File: config.mk
export PLATFORM = sky130hd
export DESIGN_NAME = rk_predator_prey_step_flat
export DESIGN_NICKNAME = d
export VERILOG_FILES = /design/src/rtl/rkpp_pkg.sv /design/src/rtl/rkpp_in_if.sv /design/src/rtl/rkpp_out_if.sv /design/src/rtl/rk_predator_prey_step.sv /design/src/rtl/rkpp_datapath.sv /design/src/rtl/rkpp_controller.sv /design/src/flat_wrapper.sv
export SDC_FILE = /design/constraint.sdc
export NUM_CORES = 2
export LEC_CHECK = 0
export BUFFER_PORTS_ARGS = -buffer_cell sky130_fd_sc_hd__buf_4
export CAP_MARGIN = 10
export CORE_MARGIN = 8
export CORE_UTILIZATION = 45
export DETAILED_ROUTE_END_ITERATION = 7
export SKIP_CTS_REPAIR_TIMING = 1
export SKIP_LAST_GASP = 1
export SLEW_MARGIN = 0
export SYNTH_ARGS = -nofsm -noshare
export SYNTH_HDL_FRONTEND = slang
export SYNTH_HIERARCHICAL = 1
export SYNTH_SLANG_ARGS = --single-unit
export TNS_END_PERCENT = 30
File: constraint.sdc
create_clock -name clk -period 14 [get_ports clk]
set_input_delay 3.5 -clock clk [delete_from_list [all_inputs] [get_ports clk]]
set_output_delay 3.5 -clock clk [all_outputs]
set_load 0.05 [all_outputs]
File: src/rtl/rkpp_pkg.sv
// ----------------------------------------------------------------------------
// rkpp_pkg
// shared types, command codes and fixed-point helpers of the runge-kutta
// predator-prey stepper
// ----------------------------------------------------------------------------
package rkpp_pkg;

    localparam int MAX_STAGES = 4;

    // configuration register indexes
    localparam logic [2:0] REG_STAGE_COUNT = 3'd0;
    localparam logic [2:0] REG_ROW_ONE     = 3'd1;
    localparam logic [2:0] REG_ROW_TWO     = 3'd2;
    localparam logic [2:0] REG_ROW_THREE   = 3'd3;
    localparam logic [2:0] REG_WEIGHTS     = 3'd4;
    localparam logic [2:0] REG_MODEL       = 3'd5;
    localparam logic [2:0] REG_STEP_SIZE   = 3'd6;

    localparam logic [2:0]  STAGE_COUNT_RESET = 3'd1;
    localparam logic [63:0] MODEL_RESET       = 64'h1800_1000_2000_1000;
    localparam logic [23:0] STEP_SIZE_RESET   = 24'd16777;

    // datapath operations
    localparam logic [3:0] OP_NOP  = 4'd0;
    localparam logic [3:0] OP_LOAD = 4'd1;
    localparam logic [3:0] OP_CLR  = 4'd2;
    localparam logic [3:0] OP_ACC  = 4'd3;
    localparam logic [3:0] OP_HI   = 4'd4;
    localparam logic [3:0] OP_LO   = 4'd5;
    localparam logic [3:0] OP_T0   = 4'd6;
    localparam logic [3:0] OP_F0   = 4'd7;
    localparam logic [3:0] OP_T1   = 4'd8;
    localparam logic [3:0] OP_F1   = 4'd9;
    localparam logic [3:0] OP_INC  = 4'd10;

    typedef struct packed {
        logic [3:0] op;
        logic       sp;       // 0 prey, 1 predator
        logic [1:0] j;
        logic [1:0] stage;
        logic       last;     // final weighted update
        logic       capture;
    } rkpp_cmd_t;

    typedef struct packed {
        logic [2:0] stage_count;
    } rkpp_status_t;

    typedef struct packed {
        logic              hit;
        logic signed [31:0] value;
    } rkpp_clip_t;

    function automatic rkpp_clip_t rkpp_clip32(input logic signed [65:0] v);
        rkpp_clip_t r;
        if (v > 66'sd2147483647)
        begin
            r.hit   = 1'b1;
            r.value = 32'sh7fff_ffff;
        end
        else if (v < -66'sd2147483648)
        begin
            r.hit   = 1'b1;
            r.value = 32'sh8000_0000;
        end
        else
        begin
            r.hit   = 1'b0;
            r.value = v[31:0];
        end
        return r;
    endfunction

endpackage

File: src/rtl/rkpp_in_if.sv
// ----------------------------------------------------------------------------
// rkpp_in_if
// input channel: command word with the load values
// ----------------------------------------------------------------------------
interface rkpp_in_if;
    logic               valid;
    logic               ready;
    logic               cmd;
    logic signed [31:0] load_prey;
    logic signed [31:0] load_predator;

    modport source (output valid, output cmd, output load_prey, output load_predator,
                    input ready);
    modport sink   (input valid, input cmd, input load_prey, input load_predator,
                    output ready);
endinterface

File: src/rtl/rkpp_out_if.sv
// ----------------------------------------------------------------------------
// rkpp_out_if
// output channel: state word after each item
// ----------------------------------------------------------------------------
interface rkpp_out_if;
    logic               valid;
    logic               ready;
    logic [31:0]        step_number;
    logic signed [31:0] prey_value;
    logic signed [31:0] predator_value;
    logic               saturated;

    modport source (output valid, output step_number, output prey_value,
                    output predator_value, output saturated, input ready);
    modport sink   (input valid, input step_number, input prey_value,
                    input predator_value, input saturated, output ready);
endinterface

File: src/rtl/rk_predator_prey_step.sv
// ----------------------------------------------------------------------------
// rk_predator_prey_step
// explicit runge-kutta stepper for a two-species lotka-volterra system
// ----------------------------------------------------------------------------
// One item at a time. Every multiply goes through the one shared 33x33
// multiplier, is issued and then written back, and there are 2j + 8
// multiplies for stage j plus 2n + 4 for the final update of a step word
// with n stages in use. A new word is taken as soon as the previous result
// sits in the output register, even if it is not yet taken downstream.
// State is Q8.24, coefficients Q4.12, step size Q0.24.
module rk_predator_prey_step
    import rkpp_pkg::*;
(
    input  logic        clk,
    input  logic        rst_n,
    rkpp_in_if.sink     in_ch,
    rkpp_out_if.source  out_ch,
    input  logic        cfg_we,
    input  logic [2:0]  cfg_index,
    input  logic [63:0] cfg_data
);

    rkpp_cmd_t    cmd;
    rkpp_status_t status;

    rkpp_controller u_ctrl (
        .clk       (clk),
        .rst_n     (rst_n),
        .in_valid  (in_ch.valid),
        .in_cmd    (in_ch.cmd),
        .in_ready  (in_ch.ready),
        .out_valid (out_ch.valid),
        .out_ready (out_ch.ready),
        .status    (status),
        .cmd       (cmd)
    );

    rkpp_datapath u_dp (
        .clk            (clk),
        .rst_n          (rst_n),
        .cfg_we         (cfg_we),
        .cfg_index      (cfg_index),
        .cfg_data       (cfg_data),
        .cmd            (cmd),
        .load_prey      (in_ch.load_prey),
        .load_predator  (in_ch.load_predator),
        .status         (status),
        .step_number    (out_ch.step_number),
        .prey_value     (out_ch.prey_value),
        .predator_value (out_ch.predator_value),
        .saturated      (out_ch.saturated)
    );

endmodule

File: src/rtl/rkpp_datapath.sv
// ----------------------------------------------------------------------------
// rkpp_datapath
// configuration registers, state, stage slopes and one shared multiplier
// ----------------------------------------------------------------------------
module rkpp_datapath
    import rkpp_pkg::*;
(
    input  logic                clk,
    input  logic                rst_n,
    input  logic                cfg_we,
    input  logic [2:0]          cfg_index,
    input  logic [63:0]         cfg_data,
    input  rkpp_cmd_t           cmd,
    input  logic signed [31:0]  load_prey,
    input  logic signed [31:0]  load_predator,
    output rkpp_status_t        status,
    output logic [31:0]         step_number,
    output logic signed [31:0]  prey_value,
    output logic signed [31:0]  predator_value,
    output logic                saturated
);

    logic [2:0]  stage_count_reg;
    logic [63:0] row_one_reg, row_two_reg, row_three_reg, weights_reg, model_reg;
    logic [23:0] tau_reg;

    logic signed [31:0] prey_reg, pred_reg, x_reg, y_reg, t_reg;
    logic [31:0]        steps_reg;
    logic               sat_reg;
    logic signed [50:0] acc0_reg, acc1_reg;
    logic signed [45:0] hold_reg;
    logic signed [31:0] k0_reg [MAX_STAGES];
    logic signed [31:0] k1_reg [MAX_STAGES];

    logic signed [65:0] prod_reg;
    rkpp_cmd_t          wb_reg;

    logic [31:0]        out_step_reg;
    logic signed [31:0] out_prey_reg, out_pred_reg;
    logic               out_sat_reg;

    logic signed [32:0] mul_a, mul_b;
    logic signed [65:0] mul_p;
    logic [63:0]        coef_row;
    logic [15:0]        coef_raw;
    logic signed [50:0] acc_sel;
    logic signed [38:0] s_val;
    logic signed [15:0] alpha, beta, gamma_c, delta;

    logic signed [64:0] adv_sum;
    logic signed [31:0] adv_base;
    rkpp_clip_t         adv_res, t0_res, t1_res, f_res;

    assign alpha   = model_reg[15:0];
    assign beta    = model_reg[31:16];
    assign gamma_c = model_reg[47:32];
    assign delta   = model_reg[63:48];

    assign status.stage_count = stage_count_reg;

    // configuration
    always_ff @(posedge clk or negedge rst_n)
    begin
        if (!rst_n)
        begin
            stage_count_reg <= STAGE_COUNT_RESET;
            row_one_reg     <= '0;
            row_two_reg     <= '0;
            row_three_reg   <= '0;
            weights_reg     <= '0;
            model_reg       <= MODEL_RESET;
            tau_reg         <= STEP_SIZE_RESET;
        end
        else if (cfg_we)
        begin
            unique case (cfg_index)
                REG_STAGE_COUNT: stage_count_reg <= cfg_data[2:0];
                REG_ROW_ONE:     row_one_reg     <= cfg_data;
                REG_ROW_TWO:     row_two_reg     <= cfg_data;
                REG_ROW_THREE:   row_three_reg   <= cfg_data;
                REG_WEIGHTS:     weights_reg     <= cfg_data;
                REG_MODEL:       model_reg       <= cfg_data;
                REG_STEP_SIZE:   tau_reg         <= cfg_data[23:0];
                default:         ;
            endcase
        end
    end

    // operand selection
    always_comb
    begin
        if (cmd.last)
            coef_row = weights_reg;
        else
        begin
            case (cmd.stage)
                2'd1:    coef_row = row_one_reg;
                2'd2:    coef_row = row_two_reg;
                2'd3:    coef_row = row_three_reg;
                default: coef_row = '0;
            endcase
        end
        coef_raw = coef_row[16*cmd.j +: 16];
        acc_sel  = cmd.sp ? acc1_reg : acc0_reg;
        s_val    = acc_sel[50:12];

        mul_a = '0;
        mul_b = '0;
        case (cmd.op)
            OP_ACC:
            begin
                mul_a = 33'(signed'(coef_raw));
                mul_b = cmd.sp ? 33'(k1_reg[cmd.j]) : 33'(k0_reg[cmd.j]);
            end
            OP_HI:
            begin
                mul_a = 33'(signed'(s_val[38:19]));
                mul_b = {9'b0, tau_reg};
            end
            OP_LO:
            begin
                mul_a = {14'b0, s_val[18:0]};
                mul_b = {9'b0, tau_reg};
            end
            OP_T0:
            begin
                mul_a = 33'(beta);
                mul_b = 33'(y_reg);
            end
            OP_F0:
            begin
                mul_a = 33'(t_reg);
                mul_b = 33'(x_reg);
            end
            OP_T1:
            begin
                mul_a = 33'(delta);
                mul_b = 33'(x_reg);
            end
            OP_F1:
            begin
                mul_a = 33'(t_reg);
                mul_b = 33'(y_reg);
            end
            default: ;
        endcase
    end

    assign mul_p = mul_a * mul_b;

    always_ff @(posedge clk)
    begin
        prod_reg <= mul_p;
    end

    always_ff @(posedge clk or negedge rst_n)
    begin
        if (!rst_n)
            wb_reg <= '0;
        else
            wb_reg <= cmd;
    end

    // writeback arithmetic on the registered product and command
    always_comb
    begin
        adv_sum  = (65'(hold_reg) <<< 19) + 65'(prod_reg);
        adv_base = wb_reg.sp ? pred_reg : prey_reg;
        adv_res  = rkpp_clip32(66'(adv_base) + 66'(signed'(adv_sum[64:24])));
        t0_res   = rkpp_clip32(66'(signed'({alpha, 12'b0}))
                               - 66'(signed'(prod_reg[47:12])));
        t1_res   = rkpp_clip32(66'(signed'(prod_reg[47:12]))
                               - 66'(signed'({gamma_c, 12'b0})));
        f_res    = rkpp_clip32(66'(signed'(prod_reg[65:24])));
    end

    always_ff @(posedge clk or negedge rst_n)
    begin
        if (!rst_n)
        begin
            prey_reg  <= '0;
            pred_reg  <= '0;
            steps_reg <= '0;
            sat_reg   <= 1'b0;
        end
        else
        begin
            // immediate operations
            case (cmd.op)
                OP_LOAD:
                begin
                    prey_reg  <= load_prey;
                    pred_reg  <= load_predator;
                    steps_reg <= '0;
                    sat_reg   <= 1'b0;
                end
                OP_CLR:  sat_reg   <= 1'b0;
                OP_INC:  steps_reg <= steps_reg + 32'd1;
                default: ;
            endcase
            if (wb_reg.op == OP_LO && wb_reg.last)
            begin
                if (wb_reg.sp)
                    pred_reg <= adv_res.value;
                else
                    prey_reg <= adv_res.value;
                sat_reg <= sat_reg | adv_res.hit;
            end
        end
    end

    always_ff @(posedge clk)
    begin
        if (cmd.op == OP_CLR)
        begin
            acc0_reg <= '0;
            acc1_reg <= '0;
        end
        case (wb_reg.op)
            OP_ACC:
            begin
                if (wb_reg.sp)
                    acc1_reg <= acc1_reg + prod_reg[50:0];
                else
                    acc0_reg <= acc0_reg + prod_reg[50:0];
            end
            OP_HI: hold_reg <= prod_reg[45:0];
            OP_LO:
            begin
                if (!wb_reg.last)
                begin
                    if (wb_reg.sp)
                        y_reg <= adv_res.value;
                    else
                        x_reg <= adv_res.value;
                end
            end
            OP_T0: t_reg <= t0_res.value;
            OP_T1: t_reg <= t1_res.value;
            OP_F0: k0_reg[wb_reg.stage] <= f_res.value;
            OP_F1: k1_reg[wb_reg.stage] <= f_res.value;
            default: ;
        endcase
    end

    // output word
    always_ff @(posedge clk)
    begin
        if (cmd.capture)
        begin
            out_step_reg <= steps_reg;
            out_prey_reg <= prey_reg;
            out_pred_reg <= pred_reg;
            out_sat_reg  <= sat_reg;
        end
    end

    assign step_number    = out_step_reg;
    assign prey_value     = out_prey_reg;
    assign predator_value = out_pred_reg;
    assign saturated      = out_sat_reg;

endmodule

File: src/rtl/rkpp_controller.sv
// ----------------------------------------------------------------------------
// rkpp_controller
// sequences stage sums, stage arguments, slopes and the final update
// ----------------------------------------------------------------------------
module rkpp_controller
    import rkpp_pkg::*;
(
    input  logic         clk,
    input  logic         rst_n,
    input  logic         in_valid,
    input  logic         in_cmd,
    output logic         in_ready,
    output logic         out_valid,
    input  logic         out_ready,
    input  rkpp_status_t status,
    output rkpp_cmd_t    cmd
);

    localparam logic [2:0] S_IDLE  = 3'd0;
    localparam logic [2:0] S_CLR   = 3'd1;
    localparam logic [2:0] S_ACC   = 3'd2;
    localparam logic [2:0] S_HI    = 3'd3;
    localparam logic [2:0] S_LO    = 3'd4;
    localparam logic [2:0] S_SLOPE = 3'd5;
    localparam logic [2:0] S_INC   = 3'd6;
    localparam logic [2:0] S_OUT   = 3'd7;

    logic [2:0] state_reg, state_next;
    logic       wait_reg, wait_next;
    logic [2:0] stage_reg, stage_next;
    logic [2:0] n_reg, n_next;
    logic [1:0] j_reg, j_next;
    logic       sp_reg, sp_next;
    logic [1:0] sub_reg, sub_next;
    logic       out_valid_reg, out_valid_next;
    logic       last;
    logic [2:0] lim;
    logic [2:0] n_clamped;

    assign last     = (stage_reg == n_reg);
    assign lim      = last ? n_reg : stage_reg;
    assign in_ready = (state_reg == S_IDLE);
    assign out_valid = out_valid_reg;

    always_comb
    begin
        if (status.stage_count == 3'd0)
            n_clamped = 3'd1;
        else if (status.stage_count > 3'(MAX_STAGES))
            n_clamped = 3'(MAX_STAGES);
        else
            n_clamped = status.stage_count;
    end

    always_comb
    begin
        state_next  = state_reg;
        wait_next   = wait_reg;
        stage_next  = stage_reg;
        n_next      = n_reg;
        j_next      = j_reg;
        sp_next     = sp_reg;
        sub_next    = sub_reg;
        cmd         = '0;
        cmd.op      = OP_NOP;
        cmd.sp      = sp_reg;
        cmd.j       = j_reg;
        cmd.stage   = stage_reg[1:0];
        cmd.last    = last;

        unique case (state_reg)
            S_IDLE:
            begin
                if (in_valid)
                begin
                    if (in_cmd)
                    begin
                        cmd.op     = OP_LOAD;
                        state_next = S_OUT;
                    end
                    else
                    begin
                        n_next     = n_clamped;
                        stage_next = 3'd0;
                        state_next = S_CLR;
                    end
                end
            end
            S_CLR:
            begin
                cmd.op    = OP_CLR;
                j_next    = 2'd0;
                sp_next   = 1'b0;
                wait_next = 1'b0;
                state_next = (lim == 3'd0) ? S_HI : S_ACC;
            end
            S_ACC:
            begin
                if (!wait_reg)
                begin
                    cmd.op    = OP_ACC;
                    wait_next = 1'b1;
                end
                else
                begin
                    wait_next = 1'b0;
                    if (sp_reg)
                    begin
                        sp_next = 1'b0;
                        if ({1'b0, j_reg} == lim - 3'd1)
                            state_next = S_HI;
                        else
                            j_next = j_reg + 2'd1;
                    end
                    else
                        sp_next = 1'b1;
                end
            end
            S_HI:
            begin
                if (!wait_reg)
                begin
                    cmd.op    = OP_HI;
                    wait_next = 1'b1;
                end
                else
                begin
                    wait_next  = 1'b0;
                    state_next = S_LO;
                end
            end
            S_LO:
            begin
                if (!wait_reg)
                begin
                    cmd.op    = OP_LO;
                    wait_next = 1'b1;
                end
                else
                begin
                    wait_next = 1'b0;
                    if (!sp_reg)
                    begin
                        sp_next    = 1'b1;
                        state_next = S_HI;
                    end
                    else
                    begin
                        sp_next    = 1'b0;
                        sub_next   = 2'd0;
                        state_next = last ? S_INC : S_SLOPE;
                    end
                end
            end
            S_SLOPE:
            begin
                if (!wait_reg)
                begin
                    case (sub_reg)
                        2'd0:    cmd.op = OP_T0;
                        2'd1:    cmd.op = OP_F0;
                        2'd2:    cmd.op = OP_T1;
                        default: cmd.op = OP_F1;
                    endcase
                    wait_next = 1'b1;
                end
                else
                begin
                    wait_next = 1'b0;
                    if (sub_reg == 2'd3)
                    begin
                        stage_next = stage_reg + 3'd1;
                        state_next = S_CLR;
                    end
                    else
                        sub_next = sub_reg + 2'd1;
                end
            end
            S_INC:
            begin
                cmd.op     = OP_INC;
                state_next = S_OUT;
            end
            S_OUT:
            begin
                if (!out_valid_reg || out_ready)
                begin
                    cmd.capture = 1'b1;
                    state_next  = S_IDLE;
                end
            end
            default: state_next = S_IDLE;
        endcase

        if (cmd.capture)
            out_valid_next = 1'b1;
        else if (out_ready)
            out_valid_next = 1'b0;
        else
            out_valid_next = out_valid_reg;
    end

    always_ff @(posedge clk or negedge rst_n)
    begin
        if (!rst_n)
        begin
            state_reg     <= S_IDLE;
            wait_reg      <= 1'b0;
            stage_reg     <= 3'd0;
            n_reg         <= 3'd1;
            j_reg         <= 2'd0;
            sp_reg        <= 1'b0;
            sub_reg       <= 2'd0;
            out_valid_reg <= 1'b0;
        end
        else
        begin
            state_reg     <= state_next;
            wait_reg      <= wait_next;
            stage_reg     <= stage_next;
            n_reg         <= n_next;
            j_reg         <= j_next;
            sp_reg        <= sp_next;
            sub_reg       <= sub_next;
            out_valid_reg <= out_valid_next;
        end
    end

endmodule

File: src/flat_wrapper.sv
// flat-port wrapper written by rule: the top's interface ports become plain ports
module rk_predator_prey_step_flat import rkpp_pkg::*;
  (clk, rst_n, cfg_we, cfg_index, cfg_data, in_ch_valid, in_ch_cmd, in_ch_load_prey, in_ch_load_predator, in_ch_ready, out_ch_valid, out_ch_step_number, out_ch_prey_value, out_ch_predator_value, out_ch_saturated, out_ch_ready);
  rkpp_in_if in_ch_i ();
  rkpp_out_if out_ch_i ();
  input  logic clk;
  input  logic rst_n;
  input  logic cfg_we;
  input  logic [2:0] cfg_index;
  input  logic [63:0] cfg_data;
  input wire logic [$bits(in_ch_i.valid)-1:0] in_ch_valid;
  input wire logic [$bits(in_ch_i.cmd)-1:0] in_ch_cmd;
  input wire logic [$bits(in_ch_i.load_prey)-1:0] in_ch_load_prey;
  input wire logic [$bits(in_ch_i.load_predator)-1:0] in_ch_load_predator;
  output wire logic [$bits(in_ch_i.ready)-1:0] in_ch_ready;
  output wire logic [$bits(out_ch_i.valid)-1:0] out_ch_valid;
  output wire logic [$bits(out_ch_i.step_number)-1:0] out_ch_step_number;
  output wire logic [$bits(out_ch_i.prey_value)-1:0] out_ch_prey_value;
  output wire logic [$bits(out_ch_i.predator_value)-1:0] out_ch_predator_value;
  output wire logic [$bits(out_ch_i.saturated)-1:0] out_ch_saturated;
  input wire logic [$bits(out_ch_i.ready)-1:0] out_ch_ready;
  assign in_ch_i.valid = in_ch_valid;
  assign in_ch_i.cmd = in_ch_cmd;
  assign in_ch_i.load_prey = in_ch_load_prey;
  assign in_ch_i.load_predator = in_ch_load_predator;
  assign in_ch_ready = in_ch_i.ready;
  assign out_ch_valid = out_ch_i.valid;
  assign out_ch_step_number = out_ch_i.step_number;
  assign out_ch_prey_value = out_ch_i.prey_value;
  assign out_ch_predator_value = out_ch_i.predator_value;
  assign out_ch_saturated = out_ch_i.saturated;
  assign out_ch_i.ready = out_ch_ready;
  rk_predator_prey_step u_core (.clk(clk), .rst_n(rst_n), .in_ch(in_ch_i), .out_ch(out_ch_i), .cfg_we(cfg_we), .cfg_index(cfg_index), .cfg_data(cfg_data));
endmodule
==> metrics.cfg <==
[yosys]
synthCells = 9136
yosys-top-cells-count = 1260 x inv_1, 1127 x fa_1, 921 x nand2_1, 669 x nor2_1, 495 x edfxtp_1
ys.flop_type = edfxtp_1
yosys_warnings = 6
ys_ff_latch = 1131
post-synth-top-area-fraction_pct = 23.6
ys_seq_area_share_pct = 31.4
synthArstFlopShare_pct = 41.4
synth_nets = 10860
synth_edf_count = 495
yosysTopAreaCell = fa_1
synth_cell_types = 107
syn_area_sq_um = 95500
yosys-top-cells-area = fa_1 24%, edfxtp_1 16%, dfrtp_1 12%, ha_1 6.0%, mux2_2 5.5%
syn_area_per_cell_sq_um = 10.4
synth_most_common_cell = inv_1

[place]
io_buffers = 235
placed_area_sq_um = 102000
dp_hpwl_um = 252000
gp_congestion = 0.972

[setup_path]
crit_top_cell = fa_1
worstSetupPathType = input pin to register
slowest_stage = a2111oi_0
path_max_fanout = 25
cp-start-kind = input pin
crit_required_ps = 14690
cp-end-kind = register
arrival_ps = 14350
reg2reg_to = u_core/u_dp/prod_reg[63]
reg2reg_setup_slack_ps = 1690
cp_slowest_stage_delay_ps = 830
rr_worst_depth = 36
r2r-start = u_core/u_ctrl/state_reg[2]

[cells_and_area]
drive_gt1_share_pct = 15.4
area.growth.synth_to_final_pct = 11.1
fin_util_pct = 50.2
final_cell_area_sq_um = 106000
nets = 11070

[sta]
worst_slew_pin_slew_ps = 1390
hold_slack_ps = 454
skew_ps = 65.5
finalMaxSlewViolations = 0
final.min_clock_period_ps = 13660
max_freq_ghz = 0.0732
rsz0062_at_grt = no
timing_hold_violations_final = 0
setup_viol = 0
period_share_pct = 97.6
max-slew-margin-rel_pct = 7.63

[detailed_routing]
drt-initial-drc-count = 6876
drc = 0
antenna_left = 0
vias = 71714
wl_per_cell_um = 26.7
drt_first_pass_iters = 8
routed_via_density = 5.84
routed_wl_um = 327000

[die]
pin_count = 236
dieArea_sq_um = 227000
dieHeight_um = 477
rows = 169
die_w_um = 477
initial_core_util_pct = 45.1
core_area_sq_um = 211000

[clock_tree]
cts_tree = built
cts_max_level = 3
clk_pin_slew_ps = 60
insertion_delay_ps = 790
cts_buffer_depth = 3
cts.sinks = 1131
numCtsBuffers = 112
clockRootBuffer = clkbuf_16

[grt]
overflow = 0
grt_pass1_wl_um = 488000
antenna_found_initial = 31
grt_usage_pct = 28.3
grt_max_degree = 103
grt_pass1_vias = 73579

[worst_hold_path]
whs_path_depth = 1
hold_start = u_core/u_dp/acc1_reg[50]
hold_end = u_core/u_dp/acc1_reg[50]
worstHoldPathType = register to register

[pwr]
ir_drop_uv = 207
leakage_uw = 0.0474
p_per_area_nw_per_um2 = 270

[outcome]
status = finished, final reports clean

[job]
max_cap_violations = 0

[critical path, delay by kind of cell]
kind / cells / cell delay [ps]
AOI/OAI and AO/OA: 14 / 4070
xor gates and xnor gates: 1 / 140
adders and majority gates: 9 / 4560
buffers and inverters: 12 / 1250
and+or+nand+nor: 6 / 820
[worst max path at each step]
| stage | start | slack (ps) | end | cells past startpoint |
|---|---|---|---|---|
| after floorplan | in_ch_cmd | 810 | u_core/u_dp/prod_reg[64] | 37 |
| after global placement | in_ch_cmd | -320 | u_core/u_dp/prod_reg[65] | 41 |
| after detailed placement | in_ch_cmd | -240 | u_core/u_dp/prod_reg[65] | 37 |
| after CTS | in_ch_cmd | 610 | u_core/u_dp/prod_reg[65] | 37 |
| after global routing | in_ch_valid | 90 | u_core/u_dp/prod_reg[65] | 39 |
| final | in_ch_cmd | 340 | u_core/u_dp/prod_reg[63] | 42 |
[through the flow]
stage                     TNS [ps]  cells  setup slack, ps  total power [uW]
after floorplan                  0   9136              807             17600
after detailed placement      -732  12053             -237             25300
final                            0  12273              335             28700
after global routing             0  12267             90.4             30600
after CTS                        0  12267              614             28600
after global placement       -1120  12053             -317             25100
[cell type report]
cell class | count | area [sq um]
Fill cell | 19254 | 105000
Antenna cell | 6 | 15.0
Timing Repair Buffer | 564 | 4700
Clock buffer | 144 | 3110
Inverter | 1262 | 4740
Multi-Input combinational cell | 6275 | 59300
Clock inverter | 70 | 762
Sequential cell | 1131 | 30000
Tap cell | 2821 | 3530
[report_power, final]
part / internal (uW) / leakage [uW] / switching, uW
sequential: 4580 / 0.0114 / 585
combinational: 7190 / 0.0341 / 13100
clock: 1760 / 0.00190 / 1410
total: 13500 / 0.0474 / 15100
[placed cells by master (no fill, tap or decap), types with 20 or more instances in the layout]
cell and count:
o21bai_1 42, edfxtp_1 495, xnor2_1 161, nor3_1 54, a221oi_1 52, ha_1 460, dfrtp_1 450, mux2i_1 107
a21oi_1 313, and4_1 20, o211ai_1 43, fa_1 1127, a222oi_1 26, clkinv_2 27, nor2b_1 46, or2_2 24
nand3_1 187, and3_1 53, a211oi_1 50, clkbuf_16 113, inv_1 1260, a31oi_1 50, and2_1 52, o31ai_1 27
dfxtp_1 167, a22oi_1 99, xor2_1 104, o21a_1 62, a21o_1 200, mux2_2 465, nand2_1 920, nand2b_1 94
o21ai_0 282, nand4_1 74, buf_12 37, nor2_1 661, mux4_2 80, buf_4 526
[per-layer routing]
metal  up-vias  part of all wire (%)  track usage, %
li1      31041                     -               -
met2      3185                    44            43.7
met4         4                   4.7            11.0
met5         -                0.0064               0
met3       630                   8.7            5.24
met1     36854                    42            39.8
[cell families (layout without fill, tap and decap cells)]
group | Yosys count | in the layout | synth area share, %
and+or+nand+nor | 2308 | 2308 | 10.8
buffers and inverters | 1730 | 2040 | 6.89
adders and majority gates | 1587 | 1587 | 29.7
AOI/OAI and AO/OA | 1462 | 1462 | 10.3
DFF | 1131 | 1131 | 31.4
muxes | 653 | 653 | 8.51
xor gates and xnor gates | 265 | 265 | 2.43
other | 0 | 6 | 0
Power figures use the tool's default switching activity.
